**src/design/aea_pkg.sv**
```systemverilog
package aea_pkg;

  localparam int unsigned DataW   = 32;
  localparam int unsigned BytesW  = 16;
  localparam int unsigned DimCntW = 5;
  localparam int unsigned SlotW   = 4;
  localparam int unsigned CfgIdxW = 2;

  typedef enum logic [CfgIdxW-1:0] {
    CFG_BASE_ADDRESS    = 2'd0,
    CFG_ELEMENT_BYTES   = 2'd1,
    CFG_DIMENSION_COUNT = 2'd2
  } cfg_idx_e;

  typedef enum logic {
    MODE_LOAD  = 1'b0,
    MODE_QUERY = 1'b1
  } mode_e;

  typedef struct packed {
    logic                    mode;
    logic [SlotW-1:0]        dim_slot;
    logic signed [DataW-1:0] lower_bound;
    logic signed [DataW-1:0] upper_bound;
    logic signed [DataW-1:0] index_value;
  } in_req_t;

  typedef struct packed {
    logic signed [DataW-1:0] address;
  } out_rsp_t;

  typedef struct packed {
    logic [DataW-1:0] lower;
    logic [DataW-1:0] upper;
  } bounds_t;

  typedef struct packed {
    logic we;
    logic re;
  } mem_ctl_t;

endpackage

```
**src/design/aea_in_if.sv**
```systemverilog
interface aea_in_if import aea_pkg::*; ();
  logic    valid;
  logic    ready;
  in_req_t req;

  modport source (output valid, output req, input ready);
  modport sink (input valid, input req, output ready);
endinterface

```
**src/design/aea_out_if.sv**
```systemverilog
interface aea_out_if import aea_pkg::*; ();
  logic     valid;
  logic     ready;
  out_rsp_t rsp;

  modport source (output valid, output rsp, input ready);
  modport sink (input valid, input rsp, output ready);
endinterface

```
**src/design/array_element_address_top.sv**
```systemverilog
// Byte address of an element of a row-major multidimensional array whose dimensions
// have arbitrary lower and upper bounds. A request with mode 0 loads the bounds of
// one dimension into a bounds RAM. A request with mode 1 carries the next index of a
// query, first dimension first; it reads the bounds RAM, forms the extent and
// multiplies it into the running offset, so in_i.ready returns only after the read,
// multiply and accumulate states. The last index of a query goes on through a scale
// state and an output state, to scale by the element size and add the base address
// into the output register, which holds the result while the next request is taken;
// if an earlier result still waits there, the last index waits until it is taken. The
// bounds RAM read is registered. All arithmetic wraps modulo 2^32 and no bounds check
// is made. Write the configuration only while no query is in progress.
module array_element_address_top import aea_pkg::*; #(
  parameter int unsigned MAX_DIMS = 16
) (
  input  logic               clk_i,
  input  logic               rst_ni,
  aea_in_if.sink             in_i,
  aea_out_if.source          out_o,
  input  logic               cfg_we_i,
  input  logic [CfgIdxW-1:0] cfg_idx_i,
  input  logic [DataW-1:0]   cfg_wdata_i
);

  localparam int unsigned AW = (MAX_DIMS > 1) ? $clog2(MAX_DIMS) : 1;

  logic [DataW-1:0]   base_address_q;
  logic [BytesW-1:0]  element_bytes_q;
  logic [DimCntW-1:0] dimension_count_q;

  mem_ctl_t      mem_ctl;
  logic [AW-1:0] mem_waddr;
  bounds_t       mem_wdata;
  logic [AW-1:0] mem_raddr;
  bounds_t       mem_rdata;

  always_ff @(posedge clk_i or negedge rst_ni) begin
    if (!rst_ni) begin
      base_address_q    <= '0;
      element_bytes_q   <= BytesW'(1);
      dimension_count_q <= DimCntW'(1);
    end else if (cfg_we_i) begin
      case (cfg_idx_i)
        CFG_BASE_ADDRESS:    base_address_q    <= cfg_wdata_i;
        CFG_ELEMENT_BYTES:   element_bytes_q   <= cfg_wdata_i[BytesW-1:0];
        CFG_DIMENSION_COUNT: dimension_count_q <= cfg_wdata_i[DimCntW-1:0];
        default: begin
        end
      endcase
    end
  end

  aea_bounds_ram #(
    .MAX_DIMS (MAX_DIMS)
  ) u_bounds_ram (
    .clk_i     (clk_i),
    .mem_ctl_i (mem_ctl),
    .waddr_i   (mem_waddr),
    .wdata_i   (mem_wdata),
    .raddr_i   (mem_raddr),
    .rdata_o   (mem_rdata)
  );

  aea_offset_unit #(
    .MAX_DIMS (MAX_DIMS)
  ) u_offset_unit (
    .clk_i             (clk_i),
    .rst_ni            (rst_ni),
    .in_i              (in_i),
    .out_o             (out_o),
    .base_address_i    (base_address_q),
    .element_bytes_i   (element_bytes_q),
    .dimension_count_i (dimension_count_q),
    .mem_ctl_o         (mem_ctl),
    .mem_waddr_o       (mem_waddr),
    .mem_wdata_o       (mem_wdata),
    .mem_raddr_o       (mem_raddr),
    .mem_rdata_i       (mem_rdata)
  );

endmodule

```
**src/design/aea_bounds_ram.sv**
```systemverilog
module aea_bounds_ram import aea_pkg::*; #(
  parameter int unsigned MAX_DIMS = 16,
  localparam int unsigned AW = (MAX_DIMS > 1) ? $clog2(MAX_DIMS) : 1
) (
  input  logic          clk_i,
  input  mem_ctl_t      mem_ctl_i,
  input  logic [AW-1:0] waddr_i,
  input  bounds_t       wdata_i,
  input  logic [AW-1:0] raddr_i,
  output bounds_t       rdata_o
);

  bounds_t mem_q [MAX_DIMS];
  bounds_t rdata_q;

  always_ff @(posedge clk_i) begin
    if (mem_ctl_i.we) begin
      mem_q[waddr_i] <= wdata_i;
    end
    if (mem_ctl_i.re) begin
      rdata_q <= mem_q[raddr_i];
    end
  end

  assign rdata_o = rdata_q;

endmodule

```
**src/design/aea_offset_unit.sv**
```systemverilog
module aea_offset_unit import aea_pkg::*; #(
  parameter int unsigned MAX_DIMS = 16,
  localparam int unsigned AW = (MAX_DIMS > 1) ? $clog2(MAX_DIMS) : 1
) (
  input  logic               clk_i,
  input  logic               rst_ni,
  aea_in_if.sink             in_i,
  aea_out_if.source          out_o,
  input  logic [DataW-1:0]   base_address_i,
  input  logic [BytesW-1:0]  element_bytes_i,
  input  logic [DimCntW-1:0] dimension_count_i,
  output mem_ctl_t           mem_ctl_o,
  output logic [AW-1:0]      mem_waddr_o,
  output bounds_t            mem_wdata_o,
  output logic [AW-1:0]      mem_raddr_o,
  input  bounds_t            mem_rdata_i
);

  localparam int unsigned CW =
      ($clog2(MAX_DIMS + 1) > DimCntW) ? $clog2(MAX_DIMS + 1) : DimCntW;

  typedef enum logic [2:0] {
    S_IDLE,
    S_RD,
    S_MUL,
    S_ACC,
    S_SCL,
    S_OUT
  } state_e;

  state_e           state_q;
  logic [AW-1:0]    pos_q;
  logic [DataW-1:0] acc_q;
  logic [DataW-1:0] acc_d;
  logic             out_valid_q;
  logic [DataW-1:0] addr_q;
  logic [DataW-1:0] idx_q;
  logic [DataW-1:0] diff_q;
  logic [DataW-1:0] extent_q;
  logic [DataW-1:0] prod_q;
  logic [DataW-1:0] scaled_q;

  logic          in_acc;
  logic          load_acc;
  logic          query_acc;
  logic          slot_ok;
  logic          last_dim;
  logic [CW-1:0] cnt_ext;
  logic [CW-1:0] n_eff;

  assign in_i.ready = (state_q == S_IDLE);
  assign in_acc     = in_i.valid && in_i.ready;
  assign load_acc   = in_acc && (in_i.req.mode == MODE_LOAD);
  assign query_acc  = in_acc && (in_i.req.mode == MODE_QUERY);
  assign slot_ok    = (CW'(in_i.req.dim_slot) < CW'(MAX_DIMS));

  assign mem_ctl_o.we = load_acc && slot_ok;
  assign mem_ctl_o.re = query_acc;
  assign mem_waddr_o  = AW'(in_i.req.dim_slot);
  assign mem_wdata_o  = '{lower: in_i.req.lower_bound, upper: in_i.req.upper_bound};
  assign mem_raddr_o  = pos_q;

  // clamp count into 1..MAX_DIMS
  always_comb begin
    cnt_ext = CW'(dimension_count_i);
    if (cnt_ext == '0) begin
      n_eff = CW'(1);
    end else if (cnt_ext > CW'(MAX_DIMS)) begin
      n_eff = CW'(MAX_DIMS);
    end else begin
      n_eff = cnt_ext;
    end
  end

  assign last_dim = (CW'(pos_q) + CW'(1)) >= n_eff;
  assign acc_d    = prod_q + diff_q;

  always_ff @(posedge clk_i or negedge rst_ni) begin
    if (!rst_ni) begin
      state_q     <= S_IDLE;
      pos_q       <= '0;
      acc_q       <= '0;
      out_valid_q <= 1'b0;
      addr_q      <= '0;
    end else begin
      if (out_o.valid && out_o.ready && (state_q != S_OUT)) begin
        out_valid_q <= 1'b0;
      end
      case (state_q)
        S_IDLE: begin
          if (query_acc) begin
            state_q <= S_RD;
          end
        end
        S_RD: begin
          state_q <= S_MUL;
        end
        S_MUL: begin
          state_q <= S_ACC;
        end
        S_ACC: begin
          acc_q <= acc_d;
          if (last_dim) begin
            pos_q   <= '0;
            state_q <= S_SCL;
          end else begin
            pos_q   <= pos_q + AW'(1);
            state_q <= S_IDLE;
          end
        end
        S_SCL: begin
          acc_q   <= '0;
          state_q <= S_OUT;
        end
        S_OUT: begin
          // hold until the output register is free
          if (!out_valid_q || out_o.ready) begin
            out_valid_q <= 1'b1;
            addr_q      <= base_address_i + scaled_q;
            state_q     <= S_IDLE;
          end
        end
        default: begin
          state_q <= S_IDLE;
        end
      endcase
    end
  end

  always_ff @(posedge clk_i) begin
    if (query_acc) begin
      idx_q <= in_i.req.index_value;
    end
    if (state_q == S_RD) begin
      extent_q <= mem_rdata_i.upper - mem_rdata_i.lower + DataW'(1);
      diff_q   <= idx_q - mem_rdata_i.lower;
    end
    if (state_q == S_MUL) begin
      prod_q <= acc_q * extent_q;
    end
    if (state_q == S_SCL) begin
      scaled_q <= DataW'(element_bytes_i) * acc_q;
    end
  end

  assign out_o.valid       = out_valid_q;
  assign out_o.rsp.address = addr_q;

  a_read_follows_query: assert property (@(posedge clk_i) disable iff (!rst_ni)
    query_acc |=> (state_q == S_RD))
    else $error("query request did not start a bounds read");

  a_acc_cleared_at_output: assert property (@(posedge clk_i) disable iff (!rst_ni)
    (state_q == S_OUT) |-> ((acc_q == '0) && (pos_q == '0)))
    else $error("offset state not cleared before the result");

  a_result_from_out_state: assert property (@(posedge clk_i) disable iff (!rst_ni)
    $rose(out_valid_q) |-> ($past(state_q) == S_OUT))
    else $error("result raised outside the output step");

  a_pos_in_range: assert property (@(posedge clk_i) disable iff (!rst_ni)
    CW'(pos_q) < CW'(MAX_DIMS))
    else $error("dimension position beyond the bounds table");

endmodule
```
**src/flat_wrapper.sv**
```systemverilog
// flat-port wrapper written by rule: the top's interface ports become plain ports
module array_element_address_top_flat import aea_pkg::*;
#(
  parameter int unsigned MAX_DIMS = 16
)
  (clk_i, rst_ni, cfg_we_i, cfg_idx_i, cfg_wdata_i, in_i_valid, in_i_req, in_i_ready, out_o_valid, out_o_rsp, out_o_ready);
  aea_in_if in_i_i ();
  aea_out_if out_o_i ();
  input  logic clk_i;
  input  logic rst_ni;
  input  logic cfg_we_i;
  input  logic [CfgIdxW-1:0] cfg_idx_i;
  input  logic [DataW-1:0] cfg_wdata_i;
  input wire logic [$bits(in_i_i.valid)-1:0] in_i_valid;
  input wire logic [$bits(in_i_i.req)-1:0] in_i_req;
  output wire logic [$bits(in_i_i.ready)-1:0] in_i_ready;
  output wire logic [$bits(out_o_i.valid)-1:0] out_o_valid;
  output wire logic [$bits(out_o_i.rsp)-1:0] out_o_rsp;
  input wire logic [$bits(out_o_i.ready)-1:0] out_o_ready;
  assign in_i_i.valid = in_i_valid;
  assign in_i_i.req = in_i_req;
  assign in_i_ready = in_i_i.ready;
  assign out_o_valid = out_o_i.valid;
  assign out_o_rsp = out_o_i.rsp;
  assign out_o_i.ready = out_o_ready;
  array_element_address_top #(.MAX_DIMS(MAX_DIMS)) u_core (.clk_i(clk_i), .rst_ni(rst_ni), .in_i(in_i_i), .out_o(out_o_i), .cfg_we_i(cfg_we_i), .cfg_idx_i(cfg_idx_i), .cfg_wdata_i(cfg_wdata_i));
endmodule
```
**config.mk**
```make
export PLATFORM = sky130hd
export DESIGN_NAME = array_element_address_top_flat
export DESIGN_NICKNAME = d
export VERILOG_FILES = /design/src/design/aea_pkg.sv /design/src/design/aea_in_if.sv /design/src/design/aea_out_if.sv /design/src/design/array_element_address_top.sv /design/src/design/aea_bounds_ram.sv /design/src/design/aea_offset_unit.sv /design/src/flat_wrapper.sv
export SDC_FILE = /design/constraint.sdc
export NUM_CORES = 2
export LEC_CHECK = 0
export ABC_CLOCK_PERIOD_IN_PS = 9900
export BUFFER_PORTS_ARGS = -buffer_cell sky130_fd_sc_hd__buf_2
export CORE_UTILIZATION = 59
export CTS_BUF_LIST = sky130_fd_sc_hd__clkbuf_8
export CTS_CLUSTER_SIZE = 10
export DETAILED_ROUTE_END_ITERATION = 10
export PLACE_DENSITY = 0.76
export SLEW_MARGIN = 30
export SYNTH_ARGS = -nofsm -noshare
export SYNTH_HDL_FRONTEND = slang
export SYNTH_HIERARCHICAL = 1
export SYNTH_SLANG_ARGS = --single-unit
```
**constraint.sdc**
```tcl
create_clock -name clk_i -period 9.9 [get_ports clk_i]
set_clock_uncertainty 0.05 [all_clocks]
set_input_delay 0.99 -clock clk_i [delete_from_list [all_inputs] [get_ports clk_i]]
set_output_delay 0.99 -clock clk_i [all_outputs]
set_load 0.005 [all_outputs]
```
==> results.md <==
* Outcome: complete, no violations
* HPWL after DPL at 139000 um
* Global-route wire length before repair at 314000 um
* Post-Syn Area per Cell at 13.5 sq um
* Startpoint types: flip-flop
* Post-synthesis register bit count at 1373
* Initial DRC count at 4839
* Die height at 379 um
* Core footprint at 140000 sq um
* Post-CTS resize count at 0
* Tcrit/Tclk final at 82.9%
* Mapped Area at 83800 sq um
* RR Startpoint: u_core/u_offset_unit/extent_q[7]
* Kind of capture point of the worst setup path: flip-flop
* Number of synthesis warnings at 6
* Rel. slew slack at 29.0%
* R2r endpoint: u_core/u_offset_unit/prod_q[31]
* Total gr overflow at 0
* H-tree depth at 4
* Critical path arrival at 8.80 ns
* RSZ-0062 raised after global routing: false
* Worst Min Path Start: in_i_req[24]
* Die Area at 143000 sq um
* PortBufs at 173
* Most used cell, CP: fa_1
* FF-to-FF path depth at 21
* Sum Neg Setup Slack at 0 ns
* GRT Resource Usage Total at 29.7%
* Worst reg2reg setup slack at 1.69 ns
* Max-cap violations at 0
* Max-slew violations at 0
* Worst-Skew Late Latency at 0.91 ns
* Worst-Margin Slew at 1.06 ns
* DRC violations left at 0
* Initial core utilization at 59.7%
* CTS Sinks at 1373
* Area growth syn-to-layout at 7.82%
* Worst hold path class: in2reg
* Via count at 50127
* Post-synthesis sequential area ratio at 48.5%
* CP Class: reg2reg
* Clock Pin Slew Worst Setup and Hold Paths at 0.07 ns
* Antenna Violating Nets Remaining at 0
* CTS tree: yes
* CTS Buffer Depth at 3
* Final Hold Vio Count at 0
* Nets at 7562
* CP max FO at 25
* Syn Inst Count at 6226
* Post-synth EDFFs at 1248
* Total CTS buffers at 211
* Largest net degree at the start of global routing at 162
* Min-Delay Endpoint: u_core/u_offset_unit/idx_q[24]
* Critical path's largest stage delay at 1.06 ns
* # IOs at 174
* Fraction of layout cells with a size suffix above 1 at 13.6%
* Pre-antenna DRT Iters at 5
* Most used DFF post-synth: edfxtp_1
* Final setup violation count at 0
* Row cnt at 137
* Wirelength per Cell at 24.5 um
* Hold path cells at 1
* Fmax at 0.122 GHz
* Vias in the first global route at 52664
* Vias/cell at 5.97
* Gpl congestion at 0.927
* Worst Setup SP: u_core/u_offset_unit/extent_q[7]
* Initial antenna violation count at 20
* CP max-delay cell: edfxtp_1
* Tmin final at 8.21 ns
* Root buf cell: clkbuf_8
* Critical Path RT at 10.49 ns
* Post-synth net total at 7430
* Cell Chain, Critical Path: and2_1, fa_1, fa_1, fa_1, inv_1, fa_1, inv_1, fa_1, fa_1, fa_1, fa_1, ha_1, a21o_1, a21o_1, a21oi_1, o21ai_0, a211oi_1, a211oi_1, o21ai_0, o21ai_0, xnor2_1
* Final wirelength at 206000 um
* Die span in x at 379 um
* FFs w/ async S/R, synth at 9.10%
* Synth unique cells at 77
kinds of logic (layout without fill, tap and decap cells):
group	count (synthesis)	in the layout	share of synthesized area (%)
and+or+nand+nor	1430	1430	8.20
DFF	1373	1373	48.5
buffers and inverters	1137	1430	5.57
adders and majority gates	1064	1064	22.3
AOI/OAI and AO/OA	672	672	5.31
muxes	314	314	7.66
xor gates and xnor gates	236	236	2.47
other	0	7	0
sequential cells by signal, summed over array words and instances (netlist names), 32 cells and up:
register / cells
u_core/u_bounds_ram/rdata_o: 64
u_core/u_offset_unit/prod_q: 32
u_core/u_offset_unit/out_o.rsp: 32
u_core/u_offset_unit/idx_q: 32
u_core/base_address_q: 32
u_core/u_offset_unit/diff_q: 32
u_core/u_offset_unit/scaled_q: 32
u_core/u_bounds_ram/mem_q: 1024
u_core/u_offset_unit/acc_q: 32
u_core/u_offset_unit/extent_q: 32
layout by cell type, fill, tap and decap left out, drive strengths merged, types with 134 or more instances in the layout:
cell,n
mux4,256
clkbuf,213
nand2,717
a21oi,150
edfxtp,1248
xnor2,173
ha,348
o21ai,134
buf,271
fa,716
and2,416
inv,874
how the worst max path moves through the flow:
stage / end / slack, ns / cells past startpoint
after global placement: u_core/u_offset_unit/prod_q[31] / 1.93 / 22
final: u_core/u_offset_unit/prod_q[31] / 1.69 / 21
after floorplan: u_core/u_offset_unit/prod_q[31] / 2.89 / 25
after detailed placement: u_core/u_offset_unit/prod_q[31] / 1.82 / 21
after global routing: u_core/u_offset_unit/prod_q[31] / 1.47 / 21
after CTS: u_core/u_offset_unit/prod_q[31] / 1.79 / 21
metrics by stage:
stage          instances  area, sq um  setup WS (ns)  hold WS [ns]  util, %
3_5_place_dp        8018        86300           1.82         0.416     61.5
5_1_grt             8399        90300           1.47         0.165     64.4
3_3_place_gp        8013        86100           1.93         0.410     61.4
6_report            8402        90300           1.69         0.242     64.4
4_1_cts             8393        90200           1.79         0.141     64.3
2_1_floorplan       6226        83800           2.89         0.415        -
cell type report:
cell class	count	area [sq um]
tap	1876	2350
antenna	7	17.5
multi-input combinational	3716	38600
fill	10182	49900
timing repair buffer	272	1790
inverter	784	2940
clock buffer	213	2930
sequential	1373	40600
clock inverter	161	1020
routing by layer:
layer  track usage [%]  part of all wire [%]
met5                 0                 0.038
met4              11.2                   3.7
met3              6.61                   9.8
met2              48.3                    49
met1              39.3                    38
timing repair:
item | 4_1_cts | 5_1_grt
hold buffers | 1 | 0
setup endpoints to repair | 0 | 0
endpoints found under the hold margin | 66 | 0
buffers inserted | 0 | 0
Yosys cell counts (all sizes together), types with 7 or more instances:
cell	count	area (sq um)
edfxtp	1248	37500
inv	784	2940
nand2	717	2690
fa	716	14300
and2	416	2600
ha	348	4350
mux4	256	5770
clkbuf	233	875
xnor2	173	1520
a21oi	150	751
o21ai	134	671
a22oi	130	976
dfrtp	123	3080
buf	120	850
nor2	109	412
xor2	63	552
a21o	57	428
mux2	57	642
nand3	34	170
nor3	31	155
o21a	31	233
a211oi	28	210
o21bai	26	195
nand2b	25	156
nor2b	19	119
o31ai	18	135
and3	15	93.8
o211ai	12	90.1
or2	12	75.1
nand4	11	68.8
or3	11	68.8
a31oi	10	62.6
a211o	7	61.3
a21boi	7	52.6
and4	7	61.3
worst max-delay path: cells and delay by family (launching register included):
family,cells,cell delay (ns)
adder cells (fa/ha/maj),9,4.31
AO/OA/AOI/OAI,8,2.02
flip-flops,1,1.06
AND/OR/NAND/NOR,1,0.25
XOR/XNOR,1,0.15
buffers and inverters,2,0.10
Power is not shown: default switching activity piles up to over one toggle a cycle in this logic, so the estimate is an artifact.
